File: src/hdl/arp_pkg.sv
// Shared types, constants and the arctangent table for the armor ring block.
// Used by every module of the block; depends on nothing.
package arp_pkg;

	localparam int CordicSteps = 16;
	localparam int AngW = 16;
	localparam int PosW = 24;
	localparam int RadW = 23;
	localparam int CordW = 34;
	localparam int ZW = 34;
	localparam int ProdW = CordW + RadW + 1;

	localparam logic signed [AngW-1:0] PiQ = 16'sd25736;
	localparam logic signed [AngW-1:0] HalfPiQ = 16'sd12868;
	localparam logic signed [17:0] TwoPiQ = 18'sd51472;
	localparam logic signed [CordW-1:0] CordicGain = 34'sd652032874;
	localparam logic signed [PosW-1:0] PosMax = 24'sd8388607;
	localparam logic signed [PosW-1:0] PosMin = -24'sd8388608;

	localparam logic [2:0] IdxCount = 3'd0;
	localparam logic [2:0] IdxCalib = 3'd1;
	localparam logic [2:0] IdxOffs0 = 3'd2;
	localparam logic [2:0] IdxOffs1 = 3'd3;
	localparam logic [2:0] IdxOffs2 = 3'd4;

	typedef enum logic [1:0] {
		LAYOUT_TWO,
		LAYOUT_THREE,
		LAYOUT_FOUR
	} layout_t;

	// Per-plate payload as it enters the cosine/sine pipeline.
	typedef struct packed {
		logic signed [PosW-1:0] cx;
		logic signed [PosW-1:0] cy;
		logic signed [PosW-1:0] pz;
		logic signed [AngW-1:0] ang;
		logic [RadW-1:0] rad;
		logic outward;
		logic [1:0] idx;
		logic last;
	} plate_t;

	function automatic logic signed [ZW-1:0] atan_q(input int i);
		case (i)
			0: atan_q = 34'sd210828714;
			1: atan_q = 34'sd124459457;
			2: atan_q = 34'sd65760959;
			3: atan_q = 34'sd33381290;
			4: atan_q = 34'sd16755422;
			5: atan_q = 34'sd8385879;
			6: atan_q = 34'sd4193963;
			7: atan_q = 34'sd2097109;
			8: atan_q = 34'sd1048571;
			9: atan_q = 34'sd524287;
			10: atan_q = 34'sd262144;
			11: atan_q = 34'sd131072;
			12: atan_q = 34'sd65536;
			13: atan_q = 34'sd32768;
			14: atan_q = 34'sd16384;
			15: atan_q = 34'sd8192;
			16: atan_q = 34'sd4096;
			17: atan_q = 34'sd2048;
			18: atan_q = 34'sd1024;
			19: atan_q = 34'sd512;
			20: atan_q = 34'sd256;
			21: atan_q = 34'sd128;
			22: atan_q = 34'sd64;
			23: atan_q = 34'sd32;
			default: atan_q = '0;
		endcase
	endfunction

	function automatic logic signed [PosW-1:0] sat_pos(input logic signed [PosW+1:0] v);
		if (v > $signed({{2{1'b0}}, PosMax})) begin
			sat_pos = PosMax;
		end else if (v < $signed({{2{1'b1}}, PosMin})) begin
			sat_pos = PosMin;
		end else begin
			sat_pos = v[PosW-1:0];
		end
	endfunction

endpackage

File: src/hdl/arp_place.sv
// Scales cos/sin by the radius, offsets from the centre and saturates.
// Depends on arp_pkg.
module arp_place import arp_pkg::*; (
	input  logic clk,
	input  logic arst_n,
	input  logic adv,
	input  logic vld_s2,
	input  plate_t plate_s2,
	input  logic signed [CordW-1:0] cos_s2,
	input  logic signed [CordW-1:0] sin_s2,
	output logic vld_s4,
	output plate_t plate_s4,
	output logic signed [PosW-1:0] px_s4,
	output logic signed [PosW-1:0] py_s4
);

	logic vld_s3;
	plate_t plate_s3;
	logic signed [ProdW-1:0] pc_s3, ps_s3;
	logic signed [ProdW-1:0] rc, rs;
	logic signed [PosW+1:0] dx, dy, sx, sy;

	always_comb begin
		rc = (pc_s3 + (ProdW'(1) <<< 29)) >>> 30;
		rs = (ps_s3 + (ProdW'(1) <<< 29)) >>> 30;
		dx = rc[PosW+1:0];
		dy = rs[PosW+1:0];
		if (plate_s3.outward) begin
			sx = 26'(plate_s3.cx) + dx;
			sy = 26'(plate_s3.cy) + dy;
		end else begin
			sx = 26'(plate_s3.cx) - dx;
			sy = 26'(plate_s3.cy) - dy;
		end
	end

	always_ff @(posedge clk or negedge arst_n) begin
		if (!arst_n) begin
			vld_s3 <= 1'b0;
			vld_s4 <= 1'b0;
		end else if (adv) begin
			vld_s3 <= vld_s2;
			vld_s4 <= vld_s3;
		end
	end

	always_ff @(posedge clk) begin
		if (adv) begin
			pc_s3 <= $signed({1'b0, plate_s2.rad}) * cos_s2;
			ps_s3 <= $signed({1'b0, plate_s2.rad}) * sin_s2;
			plate_s3 <= plate_s2;
			plate_s4 <= plate_s3;
			px_s4 <= sat_pos(sx);
			py_s4 <= sat_pos(sy);
		end
	end

endmodule

File: config.mk
export PLATFORM = sky130hd
export DESIGN_NAME = arp_place
export DESIGN_NICKNAME = d
export VERILOG_FILES = /design/src/hdl/arp_pkg.sv /design/src/hdl/arp_place.sv
export SDC_FILE = /design/constraint.sdc
export NUM_CORES = 2
export LEC_CHECK = 0
export BUFFER_PORTS_ARGS = -buffer_cell sky130_fd_sc_hd__buf_2
export CORE_ASPECT_RATIO = 0.5
export CORE_MARGIN = 10
export CORE_UTILIZATION = 50
export CTS_BUF_LIST = sky130_fd_sc_hd__clkbuf_2 sky130_fd_sc_hd__clkbuf_4 sky130_fd_sc_hd__clkbuf_8
export DETAILED_ROUTE_END_ITERATION = 8
export PLACE_DENSITY_LB_ADDON = 0.08
export SYNTH_ARGS = -nofsm -noshare
export SYNTH_HDL_FRONTEND = slang
export SYNTH_SLANG_ARGS = --single-unit
export TNS_END_PERCENT = 1
File: constraint.sdc
create_clock -name clk -period 7.05 [get_ports clk]
set_input_delay 1.0575 -clock clk [delete_from_list [all_inputs] [get_ports clk]]
set_output_delay 1.0575 -clock clk [all_outputs]
set_load 0.03 [all_outputs]
-- After elaboration in Yosys (flattened, before gate mapping)
Index checks and enable logic that the tools add are counted.
W data, S select, Z words.
- bits of input ports: 187
- logic and storage cells: 38
- register bits: 392
- order comparisons: 4
- add/sub/neg operators: 6
- $mul: 2
- multiplexer cells: 4
- operator list (kind ; number):
    $add A56 B31 Y56 const B ; 2
    $mul A24 B34 Y56 ; 2
    $add A24 B26 Y26 ; 2
    $gt A26 B24 Y1 const B ; 2
    $lt A26 B24 Y1 const B ; 2
    $mux W26 ; 2
    $sub A24 B26 Y26 ; 2
    $mux W24 ; 2

-- Depth between registers and ports, before layout
- depth after elaboration: 5
- gate-level depth with buffers: 27

-- Worst setup path after synthesis
OpenSTA, ideal clock, no wires.
- path kind: input port to flip-flop
- from: input plate_s2[19] (netlist name)
- to: register ps_s3[40], data pin
- data arrival time: 7.872 ns
- buffers on the path: 3
- required time: 6.791 ns
- setup slack: -1.081 ns
- cell stages on the path: 25
- setup time: 0.259 ns
- cells stage by stage: clkbuf_1 clkbuf_1 clkbuf_1 nand2_1 fa_1 inv_1 fa_1 fa_1 fa_1 fa_1 fa_1 inv_1 fa_1 inv_1 ha_1 a21o_1 or4_1 nor3_1 o221ai_1 o21ai_0 o21ai_0 a31oi_1 o21ai_0 a21oi_1 xnor2_1
- word-level cells in the longest chain between the ends: 1
- RTL lines (item ; RTL line ; source):
    start: declaration ; arp_place.sv:8 ; input plate_t plate_s2,
    $mul A24 B34 Y56 ; arp_place.sv:50 ; ps_s3 <= $signed({1'b0, plate_s2.rad}) * sin_s2;
    end signal: assignment ; arp_place.sv:50 ;
    end: declaration ; arp_place.sv:19 ; logic signed [ProdW-1:0] pc_s3, ps_s3;
Every way passes these cells.
A chain may end at the register's enable or synchronous reset.

-- Final worst setup path
- from: input plate_s2[15] (netlist name)
- to: register pc_s3[54], data pin
- word-level cells in the longest chain between the ends: 1
- RTL lines (item ; RTL line ; source):
    $mul A24 B34 Y56 ; arp_place.sv:49 ; pc_s3 <= $signed({1'b0, plate_s2.rad}) * cos_s2;
    end signal: assignment ; arp_place.sv:49 ;
    end: declaration ; arp_place.sv:19 ;
Every way passes these cells.

==> impl_metrics.json <==
{
  "status": "finished with violations",
  "violations": "negative setup slack",
  "maxSlewHeadroom": 0.303,
  "port_buffers": 350,
  "hpwl_um": 166000,
  "rsz0062_at_grt": "yes",
  "ios": 351,
  "numCtsBuffers": 54,
  "crit_required_ps": 7510,
  "yosys_warnings": 0,
  "grt_use_met3": 0.0714,
  "endpoint_kind": "flop",
  "syn_inst": 6946,
  "hold_viol": 0,
  "ys_seq_area_frac": 0.145,
  "crit_slowest_cell": "fa_1",
  "coreArea_sq_um": 137000,
  "syn-cell-area_sq_um": 69200,
  "routed_wirelength_um": 196000,
  "post-route-util": 0.573,
  "async_flop_share": 0.00599,
  "min_period_ps": 7370,
  "r2r_slack_ps": 880,
  "die_y_um": 283,
  "dr_total_vias": 48943,
  "start_util": 0.504,
  "hold_buffers": 0,
  "ys.flop_type": "edfxtp_1",
  "r2r-start": "ps_s3[29]",
  "whs_ps": 168,
  "critPathKind": "in2reg",
  "synth_nets": 9027,
  "clock.fmax_mhz": 136,
  "synthXorXnorAreaFrac": 0.0301,
  "drive_gt1_frac": 0.148,
  "slowest_delay_ps": 550,
  "dr.pass1.iters": 6,
  "grt_pass1_vias": 54330,
  "synth_top_family_by_area": "adder cells",
  "setup_viol": 34,
  "setup_ws_ps": -321,
  "synth_cell_types": 97,
  "cp_top_family": "adder cells",
  "grt_pass1_wl_um": 313000,
  "cp.arrival_ps": 7830,
  "final_antenna_net_count": 0,
  "grt_overflow": 0,
  "synth_compound_area_frac": 0.0437,
  "ys_seq_elements": 334,
  "finalSetupTns_ps": -3540,
  "maxCapViolations": 0,
  "fin_crit_sh": 1.05,
  "grt-busiest-layer": "met2",
  "cts_tree": "done",
  "rows": 96,
  "crit_path_start_kind": "input port",
  "synth-simple-area-share": 0.157,
  "area_delta_synth_final_pct": 13.7,
  "globalplace.congestion": 0.929,
  "via_per_inst": 5.16,
  "first_iter_violations": 3085,
  "grt_max_degree": 153,
  "cpMostUsedCell": "fa_1",
  "hold_class": "in2async",
  "cp-startpoint": "plate_s2[15]",
  "drc": 0,
  "finalMaxSlewViolations": 0,
  "fin_nets": 9666,
  "clock_path_buffers": 3,
  "dieArea_sq_um": 154000,
  "clk_pin_slew_ps": 60,
  "clk_latency_ps": 790,
  "syn_avg_cell_area_sq_um": 9.96,
  "synthMuxAreaShare": 0.00107,
  "use_met2": 0.402,
  "tightest_slew_ps": 1050,
  "path_buf_inv": 7,
  "wl_per_cell_um": 20.6,
  "cts-root-buf": "clkbuf_8",
  "cts_num_sinks": 334,
  "met1_usage": 0.360,
  "synth_edf_count": 332,
  "grt_antenna_before_repair": 12,
  "die_x_um": 546,
  "track_usage": 0.256,
  "crit_fanout": 22,
  "htree_levels": 2,
  "synth_adder_area_share": 0.511,
  "nFillCells": 12088,
  "place_ws_ps": -1710,
  "final.setup_skew_ps": 128
}
## registers in the layout, summed over array words and instances (netlist names)
| register | cells |
|---|---|
| py_s4 | 24 |
| plate_s3 | 115 |
| vld_s4 | 1 |
| vld_s3 | 1 |
| ps_s3 | 27 |
| plate_s4 | 115 |
| pc_s3 | 27 |
| px_s4 | 24 |
## metal layers
metal | wire length [um] | vias up
li1 | - | 21784
met1 | 87000 | 25431
met2 | 87900 | 1526
met3 | 17900 | 200
met4 | 3090 | 2
met5 | 13 | -
## worst reg2reg max path: stages, from the launching register on
cell      delay [ps]
edfxtp_1         740
ha_1             500
nand4_4          220
nor4_1           750
xnor2_1          280
and4_1           330
mux2i_1          200
a22o_1           150
xor2_1           180
ha_1             310
a21oi_1          200
nand2_1           60
o21ai_0          490
o21ai_0          340
a211o_1          420
a21oi_4          540
o21a_1           240
## cell usage in the layout, fill, tap and decap left out, types with 34 or more instances in the layout
cell / n
nor3_1: 34
nand2_1: 560
o21a_1: 50
inv_1: 1686
nand3_1: 41
fa_1: 1548
o21ai_0: 66
a21o_1: 65
xnor2_1: 169
clkbuf_8: 59
edfxtp_1: 332
buf_12: 61
ha_1: 335
a21oi_1: 122
nor2_1: 101
xor2_1: 57
buf_4: 509
and2_1: 1091
buf_2: 341
## worst paths after layout
kind	to	depth (start not counted)
min in group clk	plate_s4[11]	0
worst max register to register	py_s4[10]	16
worst max-delay path	pc_s3[54]	26
worst min register to register	plate_s4[11]	0
worst min-delay path	vld_s4	1
max in group asynchronous	vld_s3	1
## cell type report
class | count | area (sq um) | share of cell area
antenna | 7 | 17.5 | 0.000223
clock buffer | 71 | 902 | 0.0115
clock inverter | 25 | 309 | 0.00393
inverter | 1696 | 6370 | 0.0810
multi-input combinational | 4577 | 51800 | 0.659
sequential | 334 | 10000 | 0.127
tap | 1862 | 2330 | 0.0296
timing repair buffer | 922 | 6900 | 0.0877
## per-stage QoR
step / instance area [sq um] / std cells
5_1_grt: 78600 / 9491
2_1_floorplan: 69500 / 6946
3_5_place_dp: 77000 / 9387
4_1_cts: 78400 / 9486
6_report: 78600 / 9494
3_3_place_gp: 77000 / 9387
## synthesized netlist by cell type (50+ instances only)
master    count  area, sq um
xnor2_1     174         1520
edfxtp_1    332         9970
a21oi_1     130          651
xor2_1       58          508
o21ai_0      77          385
a21o_1       65          488
clkbuf_1    312         1170
inv_1      1696         6370
nor2_1      103          387
fa_1       1554        31100
and2_1     1093         6840
ha_1        340         4250
o21a_1       50          375
nand2_1     562         2110
## cells by family after synthesis
kind of cell / Yosys count
AO/OA/AOI/OAI: 455
XOR/XNOR: 235
adder cells (fa/ha/maj): 1894
AND/OR/NAND/NOR: 1986
flip-flops: 334
buffers and inverters: 2035
multiplexers: 7
## repair_timing
| action | 4_1_cts | 5_1_grt |
|---|---|---|
| hold endpoints to repair | 0 | 0 |
| setup endpoints to repair | 52 | 49 |
| gates cloned | 1 | 0 |
| gates resized for setup | 42 | 32 |
| pin swaps | 12 | 11 |
| buffers inserted | 2 | 1 |
Power is left out: the tool's default activity adds up to more than one toggle a clock period on the data nets, which glitch-free logic cannot reach.
