**config.mk**
```make
export PLATFORM = sky130hd
export DESIGN_NAME = arp_sequencer
export DESIGN_NICKNAME = d
export VERILOG_FILES = /design/src/hdl/arp_pkg.sv /design/src/hdl/arp_sequencer.sv
export SDC_FILE = /design/constraint.sdc
export NUM_CORES = 1
export LEC_CHECK = 0
export BUFFER_PORTS_ARGS = -buffer_cell sky130_fd_sc_hd__buf_4
export CAP_MARGIN = 5
export CORE_MARGIN = 5
export CORE_UTILIZATION = 31
export DETAILED_ROUTE_END_ITERATION = 8
export PLACE_DENSITY = 0.54
export SLEW_MARGIN = 10
export SYNTH_ARGS = -nofsm -noshare
export SYNTH_HDL_FRONTEND = slang
export SYNTH_SLANG_ARGS = --single-unit
```
**constraint.sdc**
```tcl
create_clock -name clk -period 22.7 [get_ports clk]
set_input_delay 1.135 -clock clk [delete_from_list [all_inputs] [get_ports clk]]
set_output_delay 1.135 -clock clk [all_outputs]
set_load 0.02 [all_outputs]
```
**src/hdl/arp_pkg.sv**
```systemverilog
// Shared types, constants and the arctangent table for the armor ring block.
// Used by every module of the block; depends on nothing.
package arp_pkg;

	localparam int CordicSteps = 16;
	localparam int AngW = 16;
	localparam int PosW = 24;
	localparam int RadW = 23;
	localparam int CordW = 34;
	localparam int ZW = 34;
	localparam int ProdW = CordW + RadW + 1;

	localparam logic signed [AngW-1:0] PiQ = 16'sd25736;
	localparam logic signed [AngW-1:0] HalfPiQ = 16'sd12868;
	localparam logic signed [17:0] TwoPiQ = 18'sd51472;
	localparam logic signed [CordW-1:0] CordicGain = 34'sd652032874;
	localparam logic signed [PosW-1:0] PosMax = 24'sd8388607;
	localparam logic signed [PosW-1:0] PosMin = -24'sd8388608;

	localparam logic [2:0] IdxCount = 3'd0;
	localparam logic [2:0] IdxCalib = 3'd1;
	localparam logic [2:0] IdxOffs0 = 3'd2;
	localparam logic [2:0] IdxOffs1 = 3'd3;
	localparam logic [2:0] IdxOffs2 = 3'd4;

	typedef enum logic [1:0] {
		LAYOUT_TWO,
		LAYOUT_THREE,
		LAYOUT_FOUR
	} layout_t;

	// Per-plate payload as it enters the cosine/sine pipeline.
	typedef struct packed {
		logic signed [PosW-1:0] cx;
		logic signed [PosW-1:0] cy;
		logic signed [PosW-1:0] pz;
		logic signed [AngW-1:0] ang;
		logic [RadW-1:0] rad;
		logic outward;
		logic [1:0] idx;
		logic last;
	} plate_t;

	function automatic logic signed [ZW-1:0] atan_q(input int i);
		case (i)
			0: atan_q = 34'sd210828714;
			1: atan_q = 34'sd124459457;
			2: atan_q = 34'sd65760959;
			3: atan_q = 34'sd33381290;
			4: atan_q = 34'sd16755422;
			5: atan_q = 34'sd8385879;
			6: atan_q = 34'sd4193963;
			7: atan_q = 34'sd2097109;
			8: atan_q = 34'sd1048571;
			9: atan_q = 34'sd524287;
			10: atan_q = 34'sd262144;
			11: atan_q = 34'sd131072;
			12: atan_q = 34'sd65536;
			13: atan_q = 34'sd32768;
			14: atan_q = 34'sd16384;
			15: atan_q = 34'sd8192;
			16: atan_q = 34'sd4096;
			17: atan_q = 34'sd2048;
			18: atan_q = 34'sd1024;
			19: atan_q = 34'sd512;
			20: atan_q = 34'sd256;
			21: atan_q = 34'sd128;
			22: atan_q = 34'sd64;
			23: atan_q = 34'sd32;
			default: atan_q = '0;
		endcase
	endfunction

	function automatic logic signed [PosW-1:0] sat_pos(input logic signed [PosW+1:0] v);
		if (v > $signed({{2{1'b0}}, PosMax})) begin
			sat_pos = PosMax;
		end else if (v < $signed({{2{1'b1}}, PosMin})) begin
			sat_pos = PosMin;
		end else begin
			sat_pos = v[PosW-1:0];
		end
	endfunction

endpackage

```
**src/hdl/arp_sequencer.sv**
```systemverilog
// Expands one target estimate into one plate per cycle, unless the output
// stalls, and wraps each angle. Depends on arp_pkg.
module arp_sequencer import arp_pkg::*; (
	input  logic clk,
	input  logic arst_n,
	input  logic in_valid,
	output logic in_stall,
	input  logic signed [PosW-1:0] center_x,
	input  logic signed [PosW-1:0] center_y,
	input  logic signed [PosW-1:0] center_z,
	input  logic signed [AngW-1:0] yaw_angle,
	input  logic [RadW-1:0] ring_radius,
	input  logic [RadW-1:0] alt_radius,
	input  logic signed [PosW-1:0] height_term,
	input  logic signed [PosW-1:0] alt_height_offset,
	input  logic [2:0] cnt_cfg,
	input  logic calib_cfg,
	input  logic signed [AngW-1:0] offs0_cfg,
	input  logic signed [AngW-1:0] offs1_cfg,
	input  logic signed [AngW-1:0] offs2_cfg,
	input  logic adv,
	output logic vld_s1,
	output plate_t plate_s1
);

	// Held estimate while its plates are issued.
	logic busy_q;
	logic [1:0] idx_q;
	logic [1:0] last_q;
	layout_t lay_q;
	logic signed [PosW-1:0] cx_q, cy_q, cz_q, ht_q, ah_q;
	logic signed [AngW-1:0] yaw_q;
	logic [RadW-1:0] r0_q, r1_q;

	layout_t lay_in;
	logic [1:0] last_in;
	logic take;

	always_comb begin
		if (cnt_cfg == 3'd3) begin
			lay_in = LAYOUT_THREE;
			last_in = calib_cfg ? 2'd2 : 2'd0;
		end else if (cnt_cfg < 3'd3) begin
			lay_in = LAYOUT_TWO;
			last_in = 2'd1;
		end else begin
			lay_in = LAYOUT_FOUR;
			last_in = 2'd3;
		end
	end

	// A plate enters the issue register whenever it is empty or moving on.
	logic issue;
	assign issue = busy_q && (!vld_s1 || adv);
	assign in_stall = busy_q;
	assign take = in_valid && !busy_q;

	logic signed [17:0] step;
	logic signed [17:0] a_raw;
	logic signed [17:0] a_w;
	logic alt;
	logic signed [PosW:0] dz;

	always_comb begin
		alt = (lay_q == LAYOUT_FOUR) && idx_q[0];
		case (lay_q)
			LAYOUT_THREE: begin
				case (idx_q)
					2'd0: step = 18'(offs0_cfg);
					2'd1: step = 18'(offs1_cfg);
					default: step = 18'(offs2_cfg);
				endcase
			end
			LAYOUT_TWO: step = idx_q[0] ? 18'sd25736 : 18'sd0;
			default: begin
				case (idx_q)
					2'd0: step = 18'sd0;
					2'd1: step = 18'sd12868;
					2'd2: step = 18'sd25736;
					default: step = 18'sd38604;
				endcase
			end
		endcase
		a_raw = 18'(yaw_q) + step;
		// Sum lies within (-3pi, 3pi), so at most one correction each way.
		if (a_raw > 18'(PiQ)) begin
			a_w = a_raw - TwoPiQ;
		end else if (a_raw <= -18'(PiQ)) begin
			a_w = a_raw + TwoPiQ;
		end else begin
			a_w = a_raw;
		end
		if (lay_q == LAYOUT_THREE) begin
			case (idx_q)
				2'd0: dz = '0;
				2'd1: dz = 25'(ht_q);
				default: dz = 25'(ah_q);
			endcase
		end else begin
			dz = alt ? 25'(ht_q) + 25'(ah_q) : 25'(ht_q);
		end
	end

	always_ff @(posedge clk or negedge arst_n) begin
		if (!arst_n) begin
			busy_q <= 1'b0;
			idx_q <= '0;
			vld_s1 <= 1'b0;
		end else begin
			if (take) begin
				busy_q <= 1'b1;
				idx_q <= '0;
			end else if (issue) begin
				idx_q <= idx_q + 2'd1;
				if (idx_q == last_q) begin
					busy_q <= 1'b0;
				end
			end
			if (issue) begin
				vld_s1 <= 1'b1;
			end else if (adv) begin
				vld_s1 <= 1'b0;
			end
		end
	end

	always_ff @(posedge clk) begin
		if (take) begin
			lay_q <= lay_in;
			last_q <= last_in;
			cx_q <= center_x;
			cy_q <= center_y;
			cz_q <= center_z;
			yaw_q <= yaw_angle;
			r0_q <= ring_radius;
			r1_q <= alt_radius;
			ht_q <= height_term;
			ah_q <= alt_height_offset;
		end
		if (issue) begin
			plate_s1.cx <= cx_q;
			plate_s1.cy <= cy_q;
			plate_s1.pz <= sat_pos(26'(cz_q) + 26'(dz));
			plate_s1.ang <= a_w[AngW-1:0];
			plate_s1.rad <= alt ? r1_q : r0_q;
			plate_s1.outward <= (lay_q == LAYOUT_THREE);
			plate_s1.idx <= idx_q;
			plate_s1.last <= (idx_q == last_q);
		end
	end

endmodule

```
---- Yosys cells after proc, flatten, opt, wreduce, memory -nomap -nowiden ----
Cells that the tools add are included.
storage, ports and cells
  bits in registers ....................... 305
  input port bits ......................... 238
  output and inout port bits .............. 117
  logic and storage cells ................. 72
cells by class
  add/subtract/negate cells ............... 6
  $lt $le $gt $ge ......................... 5
  equal/unequal tests ..................... 6
  mux-type cells .......................... 22
  reductions and logical operators ........ 12
operator list
  cell                                                   number
  one-hot mux 18 bit (2 select lines)                    2
  2-to-1 mux 25 bit                                      2
  one-hot mux 25 bit (2 select lines)                    1
  one-hot mux 16 bit (3 select lines)                    1
  2-to-1 mux 16 bit                                      2
  adder 24 x 25 -> 26 bit                                1
  > comparator 26 x 24 -> 1 bit, second input constant   1
  < comparator 26 x 24 -> 1 bit, second input constant   1
  adder 24 x 24 -> 25 bit                                1
  2-to-1 mux 24 bit                                      1
  2-to-1 mux 23 bit                                      1
  adder 16 x 18 -> 18 bit                                1
  > comparator 18 x 16 -> 1 bit, second input constant   1
  <= comparator 18 x 16 -> 1 bit, second input constant  1
  adder 16 x 15 -> 16 bit, second input constant         1
  subtractor 16 x 15 -> 16 bit, second input constant    1
  2-to-1 mux 15 bit                                      1
  2-to-1 mux 2 bit                                       6
  nonzero test 2 bit                                     3
  2-to-1 mux 1 bit                                       5
  equality test 2 x 1 -> 1 bit, second input constant    2
  equality test 2 bit, second input constant             2
  logical NOT 2 bit                                      2
  equality test 3 x 2 -> 1 bit, second input constant    1
  7 further kinds                                        10

---- Longest topological paths before layout ----
  depth in word-level cells ............... 7
  gate-level depth with buffers ........... 25
  gate-level depth less buffers ........... 24

---- Worst setup path after synthesis ----
Ideal clock, no wire load.
  kind .................................... input -> register
  from .................................... input in_valid
  to ...................................... register ah_q[0] (enable)
  setup time .............................. 756 ps
  arrival time ............................ 9,225 ps
  required time ........................... 21,944 ps
  slack ................................... 12,719 ps
  stages on the path ...................... 1
  buffers on the path ..................... 0
  cells stage by stage .................... nor2b_1
on the way
  cells in the longest elaborated chain, start to end .. 1
ends and longest elaborated chain
  what                  line                  RTL
  start, declared       arp_sequencer.sv:6    input logic in_valid,
  logical AND 1 bit     arp_sequencer.sv:56   assign take = in_valid && !busy_q;
  end signal, assigned  arp_sequencer.sv:138  ah_q <= alt_height_offset;
  end, declared         arp_sequencer.sv:31   logic signed [PosW-1:0] cx_q, cy_q, cz_q, ht_q, ah_q;
No other way between the ends.
A chain may end at the register's enable or synchronous reset.

---- Final worst setup path ----
  from .................................... register ht_q[0]
  to ...................................... register plate_s1[46] (netlist bit) (data pin)
on the way
  cells in the longest elaborated chain, start to end .. 6
  elaborated cells between the ends (all ways) .. 8
  classes of those cells .................. 2 x add/sub; 2 x order compare; 4 x mux
ends and longest elaborated chain
  what                           line                  RTL
  start, declared                arp_sequencer.sv:31
  start signal, assigned         arp_sequencer.sv:137  ht_q <= height_term;
  adder 24 x 24 -> 25 bit        arp_sequencer.sv:100  dz = alt ? 25'(ht_q) + 25'(ah_q) : 25'(ht_q);
  2-to-1 mux 25 bit              arp_sequencer.sv:100
  2-to-1 mux 25 bit *            arp_sequencer.sv:93   if (lay_q == LAYOUT_THREE) begin
  adder 24 x 25 -> 26 bit *      arp_sequencer.sv:143  plate_s1.pz <= sat_pos(26'(cz_q) + 26'(dz));
  < comparator 26 x 24 -> 1 bit  arp_pkg.sv:77         end else if (v < $signed({{2{1'b1}}, PosMin})) begin
  2-to-1 mux 24 bit              arp_pkg.sv:77
  end, declared                  arp_sequencer.sv:23   output plate_t plate_s1
Every way passes the cells marked *; elsewhere a longest branch is shown, timed or not.

==> impl_metrics.py <==
metrics = {
    "critical_path": {
        "worstPathArrival_ps": 6690,
        "critical_path_class": "reg2reg",
        "critPathLaunchType": "flip-flop",
        "crit_fanout": 23,
        "rr_startpoint": "ht_q[0]$_DFFE_PP_",
        "reg2reg_depth": 23,
        "setup.worst_path.start": "ht_q[0]$_DFFE_PP_",
        "endpoint_kind": "flip-flop",
        "r2r_slack_ps": 16240,
        "critical_path.endpoint": "plate_s1[46]$_SDFFCE_PN1P_",
        "worstPathRequired_ps": 22930,
        "r2r-end": "plate_s1[46]$_SDFFCE_PN1P_",
    },
    "placement": {
        "post_dp_cell_area_um2": 18100,
        "hpwl_um": 31800,
        "numPortBuffers": 354,
        "gp_congestion": 0.889,
    },
    "layout": {
        "final_area_um2": 19200,
        "syn_to_final_growth_pct": 30.6,
        "nets": 1828,
        "diodes": 0,
        "num-fill-cells": 4393,
        "final_util_pct": 41.1,
        "seqCellArea_um2": 9140,
        "layout-drive-gt1-share_pct": 30.3,
        "multi_input_area_um2": 5310,
    },
    "detailed_routing": {
        "routed_via_density": 4.92,
        "via_count": 10556,
        "routedWlPerCell_um": 19.6,
        "wl_um": 42000,
        "drtIter0Drc": 696,
        "drcViolationCount": 0,
        "ant_nets": 0,
        "drt_pass1_iterations": 5,
    },
    "clock_tree": {
        "hold_buffers": 0,
        "htree_levels": 2,
        "cts_setup_buffers": 0,
        "tritoncts": "yes",
        "clkLatencyLatePin_ps": 540,
        "clk_path_buf_depth": 3,
        "cts_resized": 0,
        "clk_pin_slew_ps": 60,
        "cts-root-buf": "clkbuf_16",
        "cts_sinks": 305,
        "tritoncts.num_buffers": 35,
    },
    "logic_synthesis": {
        "synthFlopType": "edfxtp_1",
        "ys_ff_latch": 305,
        "synth_edf_count": 301,
        "synth_area_um2": 14700,
        "synth_top_area_share_pct": 61.4,
        "yosys.area.top_type": "edfxtp_1",
        "synth_nets": 1463,
        "ys_top_cells_by_count": "301 x edfxtp_1, 118 x nand2_1, 86 x a21oi_1",
        "synthCells": 1148,
        "yosys_warnings": 0,
        "synth.avg_cell_area_um2": 12.8,
        "synth-async-reset-ratio_pct": 1.31,
        "synth_most_common_cell": "edfxtp_1",
        "ys_top_cells_by_area": "edfxtp_1 61%, ha_1 6.3%, nand2_1 3.0%",
        "yosysSeqAreaShare_pct": 62.1,
        "synth_cell_types": 89,
    },
    "timing": {
        "whs_ps": 386,
        "worst_pin_slew_ps": 1260,
        "maxSlewHeadroom_pct": 15.4,
        "final.setup.tns_ps": 0,
        "hold_viol_final": 0,
        "finalMaxSlewViolations": 0,
        "rsz0062_at_grt": "no",
        "fmax_mhz": 155,
        "period_needed_ps": 6460,
        "finalCritPeriodShare_pct": 28.5,
        "setup_viol": 0,
        "finClkSkew_ps": 20.5,
    },
    "floorplanning": {
        "ios": 355,
        "core_area_um2": 46800,
        "die_area_um2": 51900,
        "start_util_pct": 31.5,
        "die_w_um": 228,
        "die_y_um": 228,
        "num_rows": 79,
    },
    "pwr": {
        "vdd_drop_max_v": 0.0000683,
        "power_per_cell_area_nw_per_um2": 139,
        "leakage_nw": 7.60,
        "finalPower_mw": 2.67,
    },
    "global_routing": {
        "grt_pass1_wl_um": 63600,
        "grt.total_usage_pct": 15.6,
        "grt_max_degree": 81,
        "grt_pass1_vias": 10611,
        "antenna_found_initial": 2,
        "overflow": 0,
    },
    "run_status": {
        "status": "finished, final reports clean",
    },
    "hold_path": {
        "holdCritPathClass": "in2async",
    },
    "job": {
        "max_cap_violations": 0,
    },
}
[cell type report]
| cell class | count | area share [%] |
|---|---|---|
| multi-input combinational | 772 | 27.6 |
| clock buffer | 38 | 4.61 |
| tap | 607 | 3.95 |
| sequential | 305 | 47.5 |
| clock inverter | 23 | 1.42 |
| timing repair buffer | 362 | 14.1 |
| inverter | 37 | 0.735 |
[metrics by stage]
stage                     instances  worst slack [ps]
after detailed placement       2083             16290
after global routing           2144             15590
after floorplan                1148             12720
after CTS                      2144             16270
final                          2144             16240
after global placement         2083             16660
[placed cells by master, fill, tap and decap left out, types with 6 or more instances in the layout]
cell / count
a21oi_1: 86
o21ai_0: 72
o21a_1: 11
nand2_1: 118
ha_1: 74
xor2_1: 21
nor2_1: 55
a21o_1: 30
nand3_1: 16
a211o_1: 7
and3_1: 6
a22oi_1: 20
nor2b_1: 28
a31oi_1: 9
clkinv_2: 6
xnor2_1: 34
nor3_1: 17
clkbuf_16: 35
edfxtp_1: 301
buf_4: 362
or2_2: 9
inv_1: 36
o22ai_1: 13
nand2b_1: 18
[where the power goes]
part / internal, mW / total, mW / switching, mW
Sequential: 0.817 / 0.866 / 0.0486
Combinational: 0.474 / 1.23 / 0.754
Clock: 0.342 / 0.571 / 0.229
Total: 1.63 / 2.67 / 1.03
[state kept, by name, indices dropped and copies added, names as in the netlist, 2 cells and up]
signal and flops:
ah_q 24, cx_q 24, r0_q 23, ht_q 24
yaw_q 16, cz_q 24, plate_s1 115, lay_q 2
r1_q 23, last_q 2, idx_q 2, cy_q 24
[worst min path at each step]
stage	slack, ps	endpoint	depth (start not counted)	from
after floorplan	400	plate_s1[100]$_DFFE_PP_	0	cx_q[9]$_DFFE_PP_
after global placement	400	plate_s1[110]$_DFFE_PP_	0	cx_q[19]$_DFFE_PP_
after detailed placement	400	plate_s1[76]$_DFFE_PP_	0	cy_q[9]$_DFFE_PP_
after CTS	350	vld_s1$_DFFE_PN0P_	1	arst_n
after global routing	350	vld_s1$_DFFE_PN0P_	1	arst_n
final	390	vld_s1$_DFFE_PN0P_	1	arst_n
[critical path: stages (launching register included)]
cell and delay [ps]:
edfxtp_1 360, ha_1 170, inv_1 50, fa_1 380
nor2b_1 160, o21ai_0 130, a21boi_0 440, o41ai_1 160
a31oi_1 340, a311o_1 350, a2111oi_0 140, a41o_1 230
o41ai_1 390, nand2_1 110, ha_1 440, a21o_1 240
a21o_1 170, a21oi_1 140, o21ai_0 150, nor4_2 390
nor2_1 140, o21ai_0 220, o311a_1 640, o21ai_0 230
[metal layers]
metal  vias to the layer above  global-route usage, %  share of wire (%)
li1                       5093                      -                  -
met1                      4997                   19.4                 40
met3                        79                   4.51                7.4
met2                       383                   26.2                 49
met5                         -                      0              0.093
met4                         4                   5.22                3.2
[cells by family (layout without fill, tap and decap cells)]
logic type	after synthesis	count (layout)	share of synthesized area [%]
XOR/XNOR	58	58	3.68
adder cells (fa/ha/maj)	77	77	6.70
AO/OA/AOI/OAI	330	330	15.4
multiplexers	3	3	0.212
buffers and inverters	71	460	1.96
flip-flops	305	305	62.1
AND/OR/NAND/NOR	304	304	9.94
Note: power is estimated with default switching activity, not from simulation.
